$ cat src/rtl/fdpe_pkg.sv
// ----------------------------------------------------------------------------
// fdpe_pkg
// shared types and constants of the fractional divider parameter encoder
// ----------------------------------------------------------------------------
package fdpe_pkg;

    // result status codes
    localparam logic [1:0] ST_OK       = 2'd0;
    localparam logic [1:0] ST_NOT_INIT = 2'd1;
    localparam logic [1:0] ST_INVALID  = 2'd2;

    // integer part limits
    localparam logic [9:0] A_PLL_MIN = 10'd15;
    localparam logic [9:0] A_PLL_MAX = 10'd90;
    localparam logic [9:0] A_MS_MIN  = 10'd4;
    localparam logic [9:0] A_MS_MAX  = 10'd900;
    localparam logic [2:0] OUT_COUNT = 3'd3;

    // field widths
    localparam int FRAC_W = 20;
    localparam int P1_W   = 18;

    // long division of 128*b by c: 28 dividend bits, four per cycle
    localparam int DVD_W      = 28;
    localparam int DIV_RADIX  = 4;
    localparam int DIV_ITERS  = DVD_W / DIV_RADIX;
    localparam int DIV_CNT_W  = 3;
    localparam logic [DIV_CNT_W-1:0] DIV_LAST = DIV_CNT_W'(DIV_ITERS - 1);

    localparam logic [P1_W-1:0] P1_OFFSET = 18'd512;

    // classified request
    typedef struct packed {
        logic [1:0]        status;
        logic              ms;
        logic [9:0]        a;
        logic [FRAC_W-1:0] b;
        logic [FRAC_W-1:0] c;
        logic [2:0]        rdiv;
        logic              b_zero;
        logic              c_one;
    } t_cmd;

    // request with its quotient and remainder
    typedef struct packed {
        t_cmd              cmd;
        logic [P1_W-1:0]   quo;
        logic [FRAC_W-1:0] rem;
    } t_res;

endpackage

$ cat src/rtl/fdpe_front.sv
// ----------------------------------------------------------------------------
// fdpe_front
// request checks and classification, two-entry command queue
// ----------------------------------------------------------------------------
module fdpe_front (
    input  logic            i_clk,
    input  logic            i_rst_n,
    input  logic            i_init,
    input  logic            i_valid,
    output logic            o_stall,
    input  logic            i_req_type,
    input  logic [9:0]      i_int_part,
    input  logic [20:0]     i_numerator,
    input  logic [20:0]     i_denominator,
    input  logic [2:0]      i_output_index,
    input  logic [2:0]      i_rdiv_code,
    output logic            o_q_valid,
    input  logic            i_q_pop,
    output fdpe_pkg::t_cmd  o_q_cmd
);
    import fdpe_pkg::*;

    t_cmd       w_cmd;
    logic       w_a_ok;
    logic       w_bad;
    logic       w_push;
    t_cmd       r_q [2];
    logic       r_wp;
    logic       r_rp;
    logic [1:0] r_cnt;
    logic [1:0] n_cnt;

    always_comb begin
        if (i_req_type) begin
            w_a_ok = (i_int_part >= A_MS_MIN) && (i_int_part <= A_MS_MAX);
        end else begin
            w_a_ok = (i_int_part >= A_PLL_MIN) && (i_int_part <= A_PLL_MAX);
        end
        w_bad = !w_a_ok || (i_denominator == 21'd0) || i_numerator[20]
              || i_denominator[20] || (i_req_type && (i_output_index >= OUT_COUNT));

        w_cmd.status = !i_init ? ST_NOT_INIT : (w_bad ? ST_INVALID : ST_OK);
        w_cmd.ms     = i_req_type;
        w_cmd.a      = i_int_part;
        w_cmd.b      = i_numerator[FRAC_W-1:0];
        w_cmd.c      = i_denominator[FRAC_W-1:0];
        w_cmd.rdiv   = i_rdiv_code;
        w_cmd.b_zero = (i_numerator == 21'd0);
        w_cmd.c_one  = (i_denominator == 21'd1);
    end

    assign o_stall   = (r_cnt == 2'd2);
    assign w_push    = i_valid && !o_stall;
    assign o_q_valid = (r_cnt != 2'd0);
    assign o_q_cmd   = r_q[r_rp];

    always_comb begin
        n_cnt = r_cnt;
        if (w_push && !i_q_pop) begin
            n_cnt = r_cnt + 2'd1;
        end else if (!w_push && i_q_pop) begin
            n_cnt = r_cnt - 2'd1;
        end
    end

    always_ff @(posedge i_clk) begin
        if (!i_rst_n) begin
            r_wp  <= 1'b0;
            r_rp  <= 1'b0;
            r_cnt <= 2'd0;
        end else begin
            r_cnt <= n_cnt;
            if (w_push) begin
                r_wp <= !r_wp;
            end
            if (i_q_pop) begin
                r_rp <= !r_rp;
            end
        end
    end

    always_ff @(posedge i_clk) begin
        if (w_push) begin
            r_q[r_wp] <= w_cmd;
        end
    end

endmodule

$ cat src/rtl/fdpe_div.sv
// ----------------------------------------------------------------------------
// fdpe_div
// iterative restoring divider for floor(128b/c), four quotient bits a cycle
// ----------------------------------------------------------------------------
module fdpe_div (
    input  logic            i_clk,
    input  logic            i_rst_n,
    input  logic            i_q_valid,
    output logic            o_q_pop,
    input  fdpe_pkg::t_cmd  i_q_cmd,
    output logic            o_res_valid,
    input  logic            i_res_take,
    output fdpe_pkg::t_res  o_res
);
    import fdpe_pkg::*;

    localparam logic [1:0] S_IDLE = 2'd0;
    localparam logic [1:0] S_RUN  = 2'd1;
    localparam logic [1:0] S_DONE = 2'd2;

    logic [1:0]           r_state;
    logic [1:0]           n_state;
    logic [DIV_CNT_W-1:0] r_cnt;
    t_cmd                 r_cmd;
    logic [FRAC_W-1:0]    r_rem;
    logic [DVD_W-1:0]     r_dvd;
    logic [P1_W-1:0]      r_quo;
    logic [FRAC_W-1:0]    n_rem;
    logic [DIV_RADIX-1:0] n_qbits;

    // four restoring steps per cycle
    always_comb begin
        logic [FRAC_W:0] s;
        n_rem = r_rem;
        for (int i = 0; i < DIV_RADIX; i++) begin
            s = {n_rem, r_dvd[DVD_W-1-i]};
            if (s >= {1'b0, r_cmd.c}) begin
                s                       = s - {1'b0, r_cmd.c};
                n_qbits[DIV_RADIX-1-i]  = 1'b1;
            end else begin
                n_qbits[DIV_RADIX-1-i]  = 1'b0;
            end
            n_rem = s[FRAC_W-1:0];
        end
    end

    assign o_q_pop = i_q_valid
                  && ((r_state == S_IDLE) || ((r_state == S_DONE) && i_res_take));
    assign o_res_valid = (r_state == S_DONE);
    assign o_res.cmd   = r_cmd;
    assign o_res.quo   = r_quo;
    assign o_res.rem   = r_rem;

    always_comb begin
        n_state = r_state;
        case (r_state)
            S_IDLE: begin
                if (i_q_valid) begin
                    n_state = S_RUN;
                end
            end
            S_RUN: begin
                if (r_cnt == DIV_LAST) begin
                    n_state = S_DONE;
                end
            end
            S_DONE: begin
                if (i_res_take) begin
                    n_state = i_q_valid ? S_RUN : S_IDLE;
                end
            end
            default: begin
                n_state = S_IDLE;
            end
        endcase
    end

    always_ff @(posedge i_clk) begin
        if (!i_rst_n) begin
            r_state <= S_IDLE;
            r_cnt   <= '0;
        end else begin
            r_state <= n_state;
            if (o_q_pop) begin
                r_cnt <= '0;
            end else if (r_state == S_RUN) begin
                r_cnt <= r_cnt + DIV_CNT_W'(1);
            end
        end
    end

    always_ff @(posedge i_clk) begin
        if (o_q_pop) begin
            r_cmd <= i_q_cmd;
            r_rem <= '0;
            r_dvd <= DVD_W'({i_q_cmd.b, 7'b0});
            r_quo <= '0;
        end else if (r_state == S_RUN) begin
            r_rem <= n_rem;
            r_dvd <= {r_dvd[DVD_W-DIV_RADIX-1:0], {DIV_RADIX{1'b0}}};
            r_quo <= {r_quo[P1_W-DIV_RADIX-1:0], n_qbits};
        end
    end

endmodule

$ cat src/rtl/fdpe_emit.sv
// ----------------------------------------------------------------------------
// fdpe_emit
// parameter assembly and byte sequencer with registered output
// ----------------------------------------------------------------------------
module fdpe_emit (
    input  logic            i_clk,
    input  logic            i_rst_n,
    input  logic            i_res_valid,
    output logic            o_res_take,
    input  fdpe_pkg::t_res  i_res,
    output logic            o_valid,
    input  logic            i_stall,
    output logic [2:0]      o_byte_index,
    output logic [7:0]      o_data,
    output logic [1:0]      o_status,
    output logic            o_last
);
    import fdpe_pkg::*;

    // hold stage
    logic              r_h_valid;
    logic [2:0]        r_h_k;
    logic [1:0]        r_h_status;
    logic              r_h_ms;
    logic [2:0]        r_h_rdiv;
    logic [P1_W-1:0]   r_h_p1;
    logic [FRAC_W-1:0] r_h_p2;
    logic [FRAC_W-1:0] r_h_p3;

    // output stage
    logic              r_o_valid;
    logic [2:0]        r_o_idx;
    logic [7:0]        r_o_data;
    logic [1:0]        r_o_status;
    logic              r_o_last;

    logic              w_mv;
    logic              w_h_last;
    logic [7:0]        w_byte;
    logic [P1_W-1:0]   w_p1;
    logic [FRAC_W-1:0] w_p2;
    logic [FRAC_W-1:0] w_p3;

    assign w_mv       = r_h_valid && (!r_o_valid || !i_stall);
    assign w_h_last   = (r_h_status != ST_OK) || (r_h_k == 3'd7);
    assign o_res_take = i_res_valid && (!r_h_valid || (w_mv && w_h_last));

    // p1 = 128a + q - 512, with the special cases folded in by the quotient
    always_comb begin
        w_p1 = P1_W'({i_res.cmd.a, 7'b0}) + i_res.quo - P1_OFFSET;
        if (i_res.cmd.b_zero) begin
            w_p2 = '0;
            w_p3 = FRAC_W'(1);
        end else if (i_res.cmd.c_one) begin
            w_p2 = FRAC_W'({i_res.cmd.b, 7'b0}) - FRAC_W'(128);
            w_p3 = FRAC_W'(1);
        end else begin
            w_p2 = i_res.rem;
            w_p3 = i_res.cmd.c;
        end
    end

    always_comb begin
        case (r_h_k)
            3'd0:    w_byte = r_h_p3[15:8];
            3'd1:    w_byte = r_h_p3[7:0];
            3'd2:    w_byte = {1'b0, (r_h_ms ? r_h_rdiv : 3'b000), 2'b00, r_h_p1[17:16]};
            3'd3:    w_byte = r_h_p1[15:8];
            3'd4:    w_byte = r_h_p1[7:0];
            3'd5:    w_byte = {r_h_p3[19:16], r_h_p2[19:16]};
            3'd6:    w_byte = r_h_p2[15:8];
            3'd7:    w_byte = r_h_p2[7:0];
            default: w_byte = 8'd0;
        endcase
        if (r_h_status != ST_OK) begin
            w_byte = 8'd0;
        end
    end

    always_ff @(posedge i_clk) begin
        if (!i_rst_n) begin
            r_h_valid <= 1'b0;
            r_h_k     <= 3'd0;
            r_o_valid <= 1'b0;
        end else begin
            if (o_res_take) begin
                r_h_valid <= 1'b1;
                r_h_k     <= 3'd0;
            end else if (w_mv) begin
                r_h_valid <= !w_h_last;
                r_h_k     <= r_h_k + 3'd1;
            end
            if (w_mv) begin
                r_o_valid <= 1'b1;
            end else if (!i_stall) begin
                r_o_valid <= 1'b0;
            end
        end
    end

    always_ff @(posedge i_clk) begin
        if (o_res_take) begin
            r_h_status <= i_res.cmd.status;
            r_h_ms     <= i_res.cmd.ms;
            r_h_rdiv   <= i_res.cmd.rdiv;
            r_h_p1     <= w_p1;
            r_h_p2     <= w_p2;
            r_h_p3     <= w_p3;
        end
        if (w_mv) begin
            r_o_idx    <= r_h_k;
            r_o_data   <= w_byte;
            r_o_status <= r_h_status;
            r_o_last   <= w_h_last;
        end
    end

    assign o_valid      = r_o_valid;
    assign o_byte_index = r_o_idx;
    assign o_data       = r_o_data;
    assign o_status     = r_o_status;
    assign o_last       = r_o_last;

endmodule

$ cat src/rtl/fractional_divider_param_encoder.sv
// ----------------------------------------------------------------------------
// fractional_divider_param_encoder
// encodes a fractional divide ratio a + b/c into eight packed register bytes
// ----------------------------------------------------------------------------
// A request (PLL feedback or output multisynth divider, given as a, b, c) is
// checked and turned into P1 = 128a + floor(128b/c) - 512, P2 = the remainder
// of 128b/c and P3 = c (P2 = 0 and P3 = 1 when b = 0, P2 = 128b - 128 and
// P3 = 1 when c = 1), then sent out as eight words, byte_index 0 to 7, with
// last on byte 7. A request that fails its checks gives a single word with
// data 0 and a nonzero status (1 when i_cfg_wdata has not set initialized,
// 2 for a bad parameter). The front checks and queues requests (two deep);
// an iterative divider resolves four quotient bits a cycle and then holds
// the finished request while the byte sequencer sends the one before it,
// so the divider works on the next request while words of the last go out.
// ----------------------------------------------------------------------------
module fractional_divider_param_encoder (
    input  logic        i_clk,
    input  logic        i_rst_n,
    // configuration
    input  logic        i_cfg_we,
    input  logic        i_cfg_wdata,
    // request channel
    input  logic        i_valid,
    output logic        o_stall,
    input  logic        i_req_type,
    input  logic [9:0]  i_int_part,
    input  logic [20:0] i_numerator,
    input  logic [20:0] i_denominator,
    input  logic [2:0]  i_output_index,
    input  logic [2:0]  i_rdiv_code,
    // result channel
    output logic        o_valid,
    input  logic        i_stall,
    output logic [2:0]  o_byte_index,
    output logic [7:0]  o_data,
    output logic [1:0]  o_status,
    output logic        o_last
);
    import fdpe_pkg::*;

    // initialized flag
    logic r_init;

    // front to divider queue
    logic w_q_valid;
    logic w_q_pop;
    t_cmd w_q_cmd;

    // divider to sequencer handoff
    logic w_res_valid;
    logic w_res_take;
    t_res w_res;

    always_ff @(posedge i_clk) begin
        if (!i_rst_n) begin
            r_init <= 1'b0;
        end else if (i_cfg_we) begin
            r_init <= i_cfg_wdata;
        end
    end

    // checks, status and special-case flags, then the command queue
    fdpe_front u_front (
        .i_clk          (i_clk),
        .i_rst_n        (i_rst_n),
        .i_init         (r_init),
        .i_valid        (i_valid),
        .o_stall        (o_stall),
        .i_req_type     (i_req_type),
        .i_int_part     (i_int_part),
        .i_numerator    (i_numerator),
        .i_denominator  (i_denominator),
        .i_output_index (i_output_index),
        .i_rdiv_code    (i_rdiv_code),
        .o_q_valid      (w_q_valid),
        .i_q_pop        (w_q_pop),
        .o_q_cmd        (w_q_cmd)
    );

    // floor(128b/c) and remainder
    fdpe_div u_div (
        .i_clk       (i_clk),
        .i_rst_n     (i_rst_n),
        .i_q_valid   (w_q_valid),
        .o_q_pop     (w_q_pop),
        .i_q_cmd     (w_q_cmd),
        .o_res_valid (w_res_valid),
        .i_res_take  (w_res_take),
        .o_res       (w_res)
    );

    // p1/p2/p3 assembly and one word per cycle out unless i_stall holds the output
    fdpe_emit u_emit (
        .i_clk        (i_clk),
        .i_rst_n      (i_rst_n),
        .i_res_valid  (w_res_valid),
        .o_res_take   (w_res_take),
        .i_res        (w_res),
        .o_valid      (o_valid),
        .i_stall      (i_stall),
        .o_byte_index (o_byte_index),
        .o_data       (o_data),
        .o_status     (o_status),
        .o_last       (o_last)
    );

endmodule

$ cat config.mk
export PLATFORM = sky130hd
export DESIGN_NAME = fractional_divider_param_encoder
export DESIGN_NICKNAME = d
export VERILOG_FILES = /design/src/rtl/fdpe_pkg.sv /design/src/rtl/fdpe_front.sv /design/src/rtl/fdpe_div.sv /design/src/rtl/fdpe_emit.sv /design/src/rtl/fractional_divider_param_encoder.sv
export SDC_FILE = /design/constraint.sdc
export NUM_CORES = 1
export LEC_CHECK = 0
export BUFFER_PORTS_ARGS = -buffer_cell sky130_fd_sc_hd__buf_2
export CAP_MARGIN = 15
export CORE_UTILIZATION = 61
export CTS_BUF_LIST = sky130_fd_sc_hd__clkbuf_16
export CTS_CLUSTER_DIAMETER = 40
export DETAILED_ROUTE_END_ITERATION = 6
export PLACE_DENSITY = 0.79
export SETUP_SLACK_MARGIN = 0.5
export SYNTH_ARGS = -nofsm -noshare
export SYNTH_HDL_FRONTEND = slang
export SYNTH_SLANG_ARGS = --single-unit
$ cat constraint.sdc
create_clock -name i_clk -period 17.8 [get_ports i_clk]
set_input_delay 1.78 -clock i_clk [delete_from_list [all_inputs] [get_ports i_clk]]
set_output_delay 1.78 -clock i_clk [all_outputs]
set_load 0.02 [all_outputs]
==> results of run 1 <==
critical path, delay by kind of cell, from the launching register on:
kind            cells  cell delay [ps]
simple gates        9             3070
mux                 5             2180
buf+inv             3              920
fa+ha+maj           4             1470
compound gates     18             4510
flops               1              430
synthesized netlist by cell type, types with 22 or more instances:
master	n
a21oi_1	82
xnor2_1	63
edfxtp_1	265
mux2_2	99
dfxtp_1	55
inv_1	90
xor2_1	22
nand3_1	32
ha_1	109
nor3_1	41
mux2i_1	29
o21ai_0	78
a211oi_1	24
clkbuf_1	37
nand2_1	106
nor2_1	85
a21o_1	28
metal layers:
layer  GRT usage (%)  up-vias
met5               0        -
met4            10.4        0
met3            7.01       96
met2            46.9      497
met1            40.6     6002
li1                -     5868
kinds of logic after synthesis:
kind of cell | synth area share (%)
buffers and inverters | 3.16
DFF | 52.1
adders and majority gates | 8.42
xor gates and xnor gates | 4.28
muxes | 8.23
AOI/OAI and AO/OA | 13.0
and+or+nand+nor | 10.8
per-stage QoR:
stage | util [%] | hold slack [ps] | cells | area [um2]
6_report | 69.5 | 422 | 2007 | 19400
5_1_grt | 69.5 | 437 | 2007 | 19400
4_1_cts | 69.5 | 419 | 2007 | 19400
3_5_place_dp | 65.1 | 416 | 1939 | 18200
3_3_place_gp | 65.1 | 404 | 1939 | 18200
2_1_floorplan | - | 400 | 1520 | 17400
path summary, 6_finish.rpt:
| path | depth (start not counted) | slack [ps] | to | start |
|---|---|---|---|---|
| setup reg to reg | 39 | 5010 | u_div.r_rem[11] | u_div.o_res[44] |
| hold reg to reg | 0 | 420 | u_emit.r_h_rdiv[0] | u_div.o_res[40] |
| setup / recovery | 39 | 5010 | u_div.r_rem[11] | u_div.o_res[44] |
| hold / removal | 0 | 420 | u_emit.r_h_rdiv[0] | u_div.o_res[40] |
state kept, by name, summed over array words and instances (netlist names), 3 cells and up, named ones only:
signal	cells
u_div.o_res	51
u_div.r_cnt	3
u_div.r_dvd	21
u_div.r_quo	18
u_div.r_rem	20
u_emit.o_byte_index	3
u_emit.o_data	8
u_emit.r_h_k	3
u_emit.r_h_p1	18
u_emit.r_h_p2	20
u_emit.r_h_p3	20
u_emit.r_h_rdiv	3
u_front.r_q	116
cells in the final DEF (no fill, tap or decap), drive strengths merged, types with 15 or more instances in the layout:
cell type / netlist / layout
nor4: 16 / 16
o21a: 18 / 18
a21oi: 82 / 82
dfxtp: 55 / 55
nor2b: 15 / 15
mux2i: 29 / 29
buf: 15 / 93
inv: 90 / 103
a211oi: 25 / 25
clkbuf: 37 / 38
nand3: 32 / 32
ha: 109 / 109
edfxtp: 265 / 265
xor2: 22 / 22
nor2: 85 / 85
nor3: 41 / 41
o21ai: 89 / 89
nand2: 106 / 106
xnor2: 63 / 63
mux2: 101 / 101
and2: 20 / 20
a21o: 28 / 28
layout make-up:
type / count / area share (%)
Inverter: 92 / 1.78
Clock inverter: 30 / 1.51
Multi-Input combinational cell: 1056 / 40.2
Timing Repair Buffer: 93 / 2.56
Clock buffer: 38 / 4.90
Sequential cell: 320 / 46.7
Tap cell: 378 / 2.44
==> out/qor.yml, run 1 <==
status: "complete, no violations"
grt_overflow: 0
rsz0062_at_grt: "false"
final_hold_viol_count: 0
antenna_found_initial: 0
drtIter0Drc: 1178
synth_nets: 1699
io_buffer_count: 80
fmax_mhz: 78.2
cts_tree: "built"
post_drt_via_cell_ratio: 6.21
synth_area_mm2: 0.0174
ant_nets: 0
cts_sinks: 320
criticalPathCategory: "reg -> reg"
synth_warnings: 0
synth_edf_count: 265
worst_setup_path_start_kind: "flop"
clkLatencyLatePin_ps: 520
drive_above_1_share_pct: 16.6
tightest_slew_ps: 1050
diodes: 0
slowest_delay_ps: 860
crit_path_top_delay_cell: "and3_1"
drtPass1Iterations: 6
cts_buffer_depth: 3
relSlewSlack_pct: 30.1
yosys.area.top_type_share_pct: 45.8
clockRootBuffer: "clkbuf_16"
synth_area_per_cell_um2: 11.4
ys_async_sr_fraction_pct: 0
grt_max_degree: 75
start_util_pct: 62.2
drt-total-wl_mm: 42.9
hpwl_mm: 30.9
regArea_mm2: 0.00906
die_x_um: 171
drc_errors: 0
die-area_mm2: 0.0292
ys_ff_latch: 320
avgRoutedWirePerCell_um: 21.4
globalplace.congestion: 0.927
fin_setup_tns_ps: 0
maxCapViolCount: 0
ys_top_cells_by_area: "edfxtp_1 (46%), ha_1 (7.8%), mux2_2 (6.4%)"
routed-wl-met3_mm: 3.60
wl_met2_mm: 19.5
arrival_ps: 13170
postCtsHoldBufs: 0
core_area_mm2: 0.0279
syn_inst: 1520
grt_pass1_vias: 11990
post_cts_buffers: 0
timing.final.ws_setup_ps: 5010
met1_length_mm: 18.4
cp_data_required_time_ps: 18180
via_count: 12463
io_pins: 81
synthFlopType: "edfxtp_1"
clkSlewWorstSetupHoldPaths_ps: 60
cts_resized: 0
min_path_type: "reg -> reg"
worstSetupEndpointType: "flop"
syn2layout_area_growth_pct: 11.7
min_period_ps: 12790
ys_types: 69
fin_crit_sh_pct: 71.9
grt_pass1_wl_mm: 65.4
die_h_um: 171
ctsHtreeMaxLevel: 2
post-place-ws_ps: 5290
synth_largest_area_cell: "edfxtp_1"
nNetsFinal: 1779
yosysSeqAreaShare_pct: 52.1
cts-buffers-inserted: 37
multi_input_area_mm2: 0.00780
grt_usage_pct: 29.8
fillers: 2066
crit_fanout: 22
placementRows: 61
slew_violations: 0
fin_skew_ps: 12.4
top_layer: "met4"
setup_violations: 0
Power of run 1 is left out: the tool's default activity adds up to more than one toggle a clock period on the data nets, which glitch-free logic cannot reach.
==> run 2, diff against run 1 <==
--- a/config.mk
+++ b/config.mk
@@ -5,13 +5,14 @@
 export SDC_FILE = /design/constraint.sdc
 export NUM_CORES = 1
 export LEC_CHECK = 0
+export ABC_AREA = 1
 export BUFFER_PORTS_ARGS = -buffer_cell sky130_fd_sc_hd__buf_2
 export CAP_MARGIN = 15
-export CORE_UTILIZATION = 61
+export CORE_UTILIZATION = 56
 export CTS_BUF_LIST = sky130_fd_sc_hd__clkbuf_16
 export CTS_CLUSTER_DIAMETER = 40
 export DETAILED_ROUTE_END_ITERATION = 6
-export PLACE_DENSITY = 0.79
+export PLACE_DENSITY = 0.76
 export SETUP_SLACK_MARGIN = 0.5
 export SYNTH_ARGS = -nofsm -noshare
 export SYNTH_HDL_FRONTEND = slang
==> constraint.sdc (replaced) <==
create_clock -name i_clk -period 10.5 [get_ports i_clk]
set_input_delay 1.05 -clock i_clk [delete_from_list [all_inputs] [get_ports i_clk]]
set_output_delay 1.05 -clock i_clk [all_outputs]
set_load 0.02 [all_outputs]
==> run 2 against run 1 <==
  * The run now ends with design-rule violations left
  * Die area increased by 12%
  * Global-route usage down 0.67 points
  * Clock-buffer cell count up 1
  * Maximum frequency grew 38%
  * Cell count grew 23%
  * Sequential cell count unchanged
  * Register-to-register slack got worse by 3800 ps
  * First-iteration DRC count grew 16%
  * Worst setup slack worse by 3800 ps
==> out/qor.yml, run 2 <==
status: "complete, but fails checks"
violations: "design-rule violations"
ys_top_cells_by_area: "edfxtp_1 (45%), nand2_1 (9.3%), ha_1 (7.6%)"
worst_setup_path_start_kind: "flop"
post_cts_buffers: 0  # unchanged
core_area_mm2: 0.0315  # +13%
min_period_ps: 9270  # -3520 ps
grt_max_degree: 80  # +6.7%
synth_warnings: 0  # unchanged
arrival_ps: 9670  # -3500 ps
synth_area_per_cell_um2: 9.26  # -19%
maxCapViolCount: 0  # unchanged
grt_pass1_vias: 13105  # +9.3%
criticalPathCategory: "reg -> reg"
setup_violations: 0  # unchanged
globalplace.congestion: 1.01  # +9.4%
cts-buffers-inserted: 39  # +5.4%
grt_overflow: 0  # unchanged
clkLatencyLatePin_ps: 540  # +20 ps
synth_edf_count: 265  # unchanged
crit_path_frequent_cell: "nand2_1"
multi_input_area_mm2: 0.00761  # -2.3%
min_path_type: "reg -> reg"
fin_skew_ps: 29.5  # +17.2 ps
ctsHtreeMaxLevel: 2  # unchanged
die_x_um: 181  # +5.8%
ys_async_sr_fraction_pct: 0  # unchanged
crit_path_top_delay_cell: "edfxtp_1"
dp.cells: 2396  # +24%
grtUsageMet2_pct: 45.3  # -1.6 points
synthFlopType: "edfxtp_1"
instances_no_fill: 2467  # +23%
cts_tree: "built"
drc_errors: 14  # +14
fmax_mhz: 108  # +38%
final_cell_mix: "nand2_1 (445), inv_1 (266), edfxtp_1 (265)"
nNetsFinal: 2214  # +24%
hpwl_mm: 35.7  # +16%
syn_inst: 1931  # +27%
rsz0062_at_grt: "false"
slew_violations: 0  # unchanged
io_buffer_count: 80  # unchanged
drtIter0Drc: 1365  # +16%
crit_fanout: 29  # +32%
drtPass1Iterations: 7  # +1
yosys.area.top_type_share_pct: 44.5  # -1.3 points
final_common_cell: "nand2_1"
grt_util_met3_pct: 6.37  # -0.64 points
relSlewSlack_pct: 32.0  # +1.8 points
tightest_slew_ps: 1010  # -35.0 ps
synth.most_common_cell: "nand2_1"
slowest_delay_ps: 510  # -350 ps
post_drt_via_cell_ratio: 5.64  # -9.1%
synth_nets: 2110  # +24%
synth_commonest_cells: "nand2_1 (445), edfxtp_1 (265), inv_1 (260), nor2_1 (158)"
grt_usage_pct: 29.1  # -0.67 points
grt_pass1_wl_mm: 72.5  # +11%
final_hold_viol_count: 0  # unchanged
diodes: 0  # unchanged
cts_sinks: 320  # unchanged
postCtsHoldBufs: 0  # unchanged
cp_data_required_time_ps: 10900  # -7280 ps
fillers: 2551  # +23%
fin_setup_tns_ps: 0  # unchanged
largest_reg_flops: 116  # unchanged
avgRoutedWirePerCell_um: 19.1  # -11%
drive_above_1_share_pct: 12.4  # -4.2 points
clockRootBuffer: "clkbuf_16"
yosysSeqAreaShare_pct: 50.7  # -1.4 points
regMostFlops: "u_front.r_q"
clkSlewWorstSetupHoldPaths_ps: 60  # about the same
ant_nets: 0  # unchanged
synth_largest_area_cell: "edfxtp_1"
ys_ff_latch: 320  # unchanged
drt-total-wl_mm: 47.0  # +9.7%
use_met1_pct: 40.9  # +0.36 points
die-area_mm2: 0.0326  # +12%
fin_crit_sh_pct: 88.3  # +16 points
regArea_mm2: 0.00906  # unchanged
busiest_layer: "met2"
synth_area_mm2: 0.0179  # +2.9%
worstSetupEndpointType: "flop"
start_util_pct: 56.8  # -5.4 points
syn2layout_area_growth_pct: 12.0
antenna_found_initial: 1  # +1
via_count: 13925  # +12%
die_h_um: 181  # +5.8%
ys_types: 52  # -25%
placementRows: 65  # +6.6%
io_pins: 81  # unchanged
cts_buffer_depth: 3  # unchanged
[run 2: worst paths after layout]
check / from / end / slack (ps) / depth (start not counted)
max reg2reg: u_div.o_res[43] / u_div.r_rem[5] / 1230 / 49
max: u_div.o_res[43] / u_div.r_rem[5] / 1230 / 49
min reg2reg: u_div.o_res[95] / u_emit.r_h_status[1] / 420 / 0
min: u_div.o_res[95] / u_emit.r_h_status[1] / 420 / 0
[run 2: cell type report]
cell class                      count  area share [%]
Clock buffer                       39            4.87
Tap cell                          402            2.51
Inverter                          268            5.08
Timing Repair Buffer              103            2.86
Multi-Input combinational cell   1303            38.0
Sequential cell                   320            45.2
Clock inverter                     32            1.44
[run 2: cell families after synthesis]
kind of cell | count (synthesis) | synth area share (%)
buffers and inverters | 308 | 6.91
DFF | 320 | 50.7
and+or+nand+nor | 739 | 17.3
AOI/OAI and AO/OA | 336 | 10.7
adders and majority gates | 114 | 8.19
muxes | 47 | 2.96
xor gates and xnor gates | 67 | 3.28
[run 2: metal layers]
layer | share of wire [%] | vias up
li1 | - | 6770
met2 | 45 | 568
met1 | 44 | 6496
met5 | 0.028 | -
met3 | 9.0 | 89
met4 | 2.7 | 2
[run 2: metrics by stage]
step | utilization (%) | setup WS [ps] | hold slack, ps | cell area [um2]
after floorplan | - | 3120 | 400 | 17900
after CTS | 63.6 | 790 | 423 | 20000
final | 63.6 | 1230 | 420 | 20000
after global routing | 63.6 | 502 | 425 | 20000
after global placement | 59.6 | 996 | 404 | 18700
after detailed placement | 59.6 | 823 | 409 | 18700
[run 2: worst max-delay path, delay by kind of cell (launching register included)]
family	cells	cell delay [ps]
flip-flops	1	510
XOR/XNOR	1	110
AND/OR/NAND/NOR	24	2720
buffers and inverters	6	1060
adder cells (fa/ha/maj)	5	1590
AO/OA/AOI/OAI	13	3120
[run 2: what timing repair did]
| action | in CTS | in global routing |
|---|---|---|
| setup endpoints to repair | 0 | 21 |
| resized for setup | 0 | 13 |
| hold endpoints to repair | 0 | 0 |
Power of run 2 is left out for the same reason.
==> run 3, diff against run 2 <==
--- a/config.mk
+++ b/config.mk
@@ -5,14 +5,14 @@
 export SDC_FILE = /design/constraint.sdc
 export NUM_CORES = 1
 export LEC_CHECK = 0
-export ABC_AREA = 1
+export ABC_AREA = 0
 export BUFFER_PORTS_ARGS = -buffer_cell sky130_fd_sc_hd__buf_2
 export CAP_MARGIN = 15
 export CORE_UTILIZATION = 56
 export CTS_BUF_LIST = sky130_fd_sc_hd__clkbuf_16
 export CTS_CLUSTER_DIAMETER = 40
 export DETAILED_ROUTE_END_ITERATION = 6
-export PLACE_DENSITY = 0.76
+export PLACE_DENSITY = 0.77
 export SETUP_SLACK_MARGIN = 0.5
 export SYNTH_ARGS = -nofsm -noshare
 export SYNTH_HDL_FRONTEND = slang
==> constraint.sdc (replaced) <==
create_clock -name i_clk -period 10.5 [get_ports i_clk]
set_input_delay 1.05 -clock i_clk [delete_from_list [all_inputs] [get_ports i_clk]]
set_output_delay 1.05 -clock i_clk [all_outputs]
set_load 0.01 [all_outputs]
==> run 3 against run 2 <==
  * The run now ends clean
  * Non-clock buffer count grew 120
  * Clock-buffer cell count is the same
  * Via count shrank 5.1%
  * Sequential cell count is the same
  * Utilization grew 5.8 points
  * Design area grew 6.0%
  * Die area shrank 2.7%
  * Wire length grew 2.0%
  * Worst setup slack lost 550 ps
  * Largest cell class unchanged
  * Highest routed layer is now met4
==> out/qor.yml, run 3 (synthesis gave the netlist of run 1 again) <==
fillers: 2238  # -12%
min_path_type: "reg -> reg"
final_area_mm2: 0.0212  # +6.0%
fmax_mhz: 102  # -5.6%
postPlaceCellArea_mm2: 0.0190  # +1.4%
post_drt_via_cell_ratio: 6.12  # +8.5%
relSlewSlack_pct: 25.3  # -6.6 points
largest_reg_flops: 116  # unchanged
grt_max_degree: 75  # -6.3%
clkSlewWorstSetupHoldPaths_ps: 60  # about the same
via_count: 13216  # -5.1%
die-area_mm2: 0.0317  # -2.7%
cts_tree: "built"
final_common_cell: "edfxtp_1"
final_cell_mix: "edfxtp_1 (265), buf_4 (129), nand2_1 (104)"
core_area_mm2: 0.0306  # -2.8%
setup_violations: 0  # unchanged
placementRows: 64  # -1.5%
clkLatencyLatePin_ps: 530  # about the same
status: "complete, no violations"
drtPass1Iterations: 7  # unchanged
maxCapViolCount: 0  # unchanged
io_buffer_count: 80  # unchanged
grt_overflow: 0  # unchanged
tightest_slew_ps: 1120  # +103 ps
ant_nets: 0  # unchanged
cp_data_required_time_ps: 10890  # about the same
io_pins: 81  # unchanged
drc_errors: 0  # -14
worstSetupEndpointType: "flop"
regArea_mm2: 0.00906  # unchanged
grt_pass1_vias: 12421  # -5.2%
worst_setup_path_start_kind: "flop"
crit_fanout: 5  # -83%
antenna_found_initial: 3  # +2
cts_buffer_depth: 3  # unchanged
nNetsFinal: 1910  # -14%
hpwl_mm: 34.8  # -2.5%
arrival_ps: 10210  # +540 ps
drt-total-wl_mm: 48.0  # +2.0%
start_util_pct: 56.8  # about the same
slowest_delay_ps: 430  # -80 ps
postCtsHoldBufs: 0  # unchanged
ctsHtreeMaxLevel: 2  # unchanged
avgRoutedWirePerCell_um: 22.2  # +17%
clockRootBuffer: "clkbuf_16"
die_h_um: 178  # -1.4%
drive_above_1_share_pct: 26.9  # +15 points
globalplace.congestion: 1.04  # +2.8%
multi_input_area_mm2: 0.00840  # +10%
grt_pass1_wl_mm: 70.0  # -3.4%
final_hold_viol_count: 0  # unchanged
cts_sinks: 320  # unchanged
fin_crit_sh_pct: 93.5  # +5.3 points
syn2layout_area_growth_pct: 22.2
die_x_um: 178  # -1.4%
criticalPathCategory: "reg -> reg"
min_period_ps: 9820  # +554 ps
rsz0062_at_grt: "false"
slew_violations: 0  # unchanged
drtIter0Drc: 1226  # -10%
fin_skew_ps: 26.5  # -3.06 ps
crit_path_top_delay_cell: "edfxtp_1"
grt_usage_pct: 29.7  # +0.54 points
regMostFlops: "u_front.r_q"
cts-buffers-inserted: 37  # -5.1%
run 3: cell types whose count changed in the layout (fill, tap and decap cells not counted), moves of 26 or more:
cell,change
a21oi_1,-47
buf_4,+106
ha_1,-26
inv_1,-170
mux2_2,+49
nand2_1,-341
nor2_1,-74
o21ai_0,-41
xnor2_1,+35
run 3: per-stage QoR:
step                      instances  utilization (%)  hold WS (ps)  setup TNS (ps)  setup slack, ps
after floorplan                1520                -           400               0              535
after global placement         2057             62.2           403            -892             -152
after detailed placement       2057             62.2           419           -3020             -257
after CTS                      2130             66.8           432               0              514
after global routing           2156             69.4           443               0              380
final                          2158             69.4           433               0              678
run 3: routing by layer:
| metal | wire length, um | share of wire (%) | GRT usage (%) |
|---|---|---|---|
| met1 | 19900 | 41 | 40.6 |
| met4 | 1720 | 3.6 | 11.1 |
| met5 | 0 | 0 | 0 |
| met3 | 4610 | 9.6 | 6.29 |
| met2 | 21800 | 45 | 46.4 |
run 3: worst max-delay path, delay by kind of cell (launching register included):
family          cells  cell delay (ps)
compound gates     20             4050
simple gates       11             1890
buf+inv            10             1390
mux                 4             1020
fa+ha+maj           4              890
flops               1              430
run 3: final timing paths:
kind	startpoint	endpoint	slack [ps]	depth (start not counted)
worst max register to register	u_div.o_res[44]	u_div.r_rem[11]	680	49
worst max-delay path	u_div.o_res[44]	u_div.r_rem[11]	680	49
worst min-delay path	u_div.o_res[93]	u_emit.r_h_ms	430	0
worst min register to register	u_div.o_res[93]	u_emit.r_h_ms	430	0
run 3: final cells by class:
cell class	count	area share, %
Clock inverter	29	1.52
Multi-Input combinational cell	1057	39.6
Antenna cell	2	0.0236
Sequential cell	320	42.7
Inverter	92	1.63
Tap cell	396	2.33
Clock buffer	39	4.60
Timing Repair Buffer	223	7.67
run 3: repair_timing:
action	4_1_cts	5_1_grt
gates cloned	0	5
resized for setup	19	99
pin swaps	2	30
endpoints found under the setup margin	21	21
setup buffers	5	21
Power of run 3 is left out for the same reason.
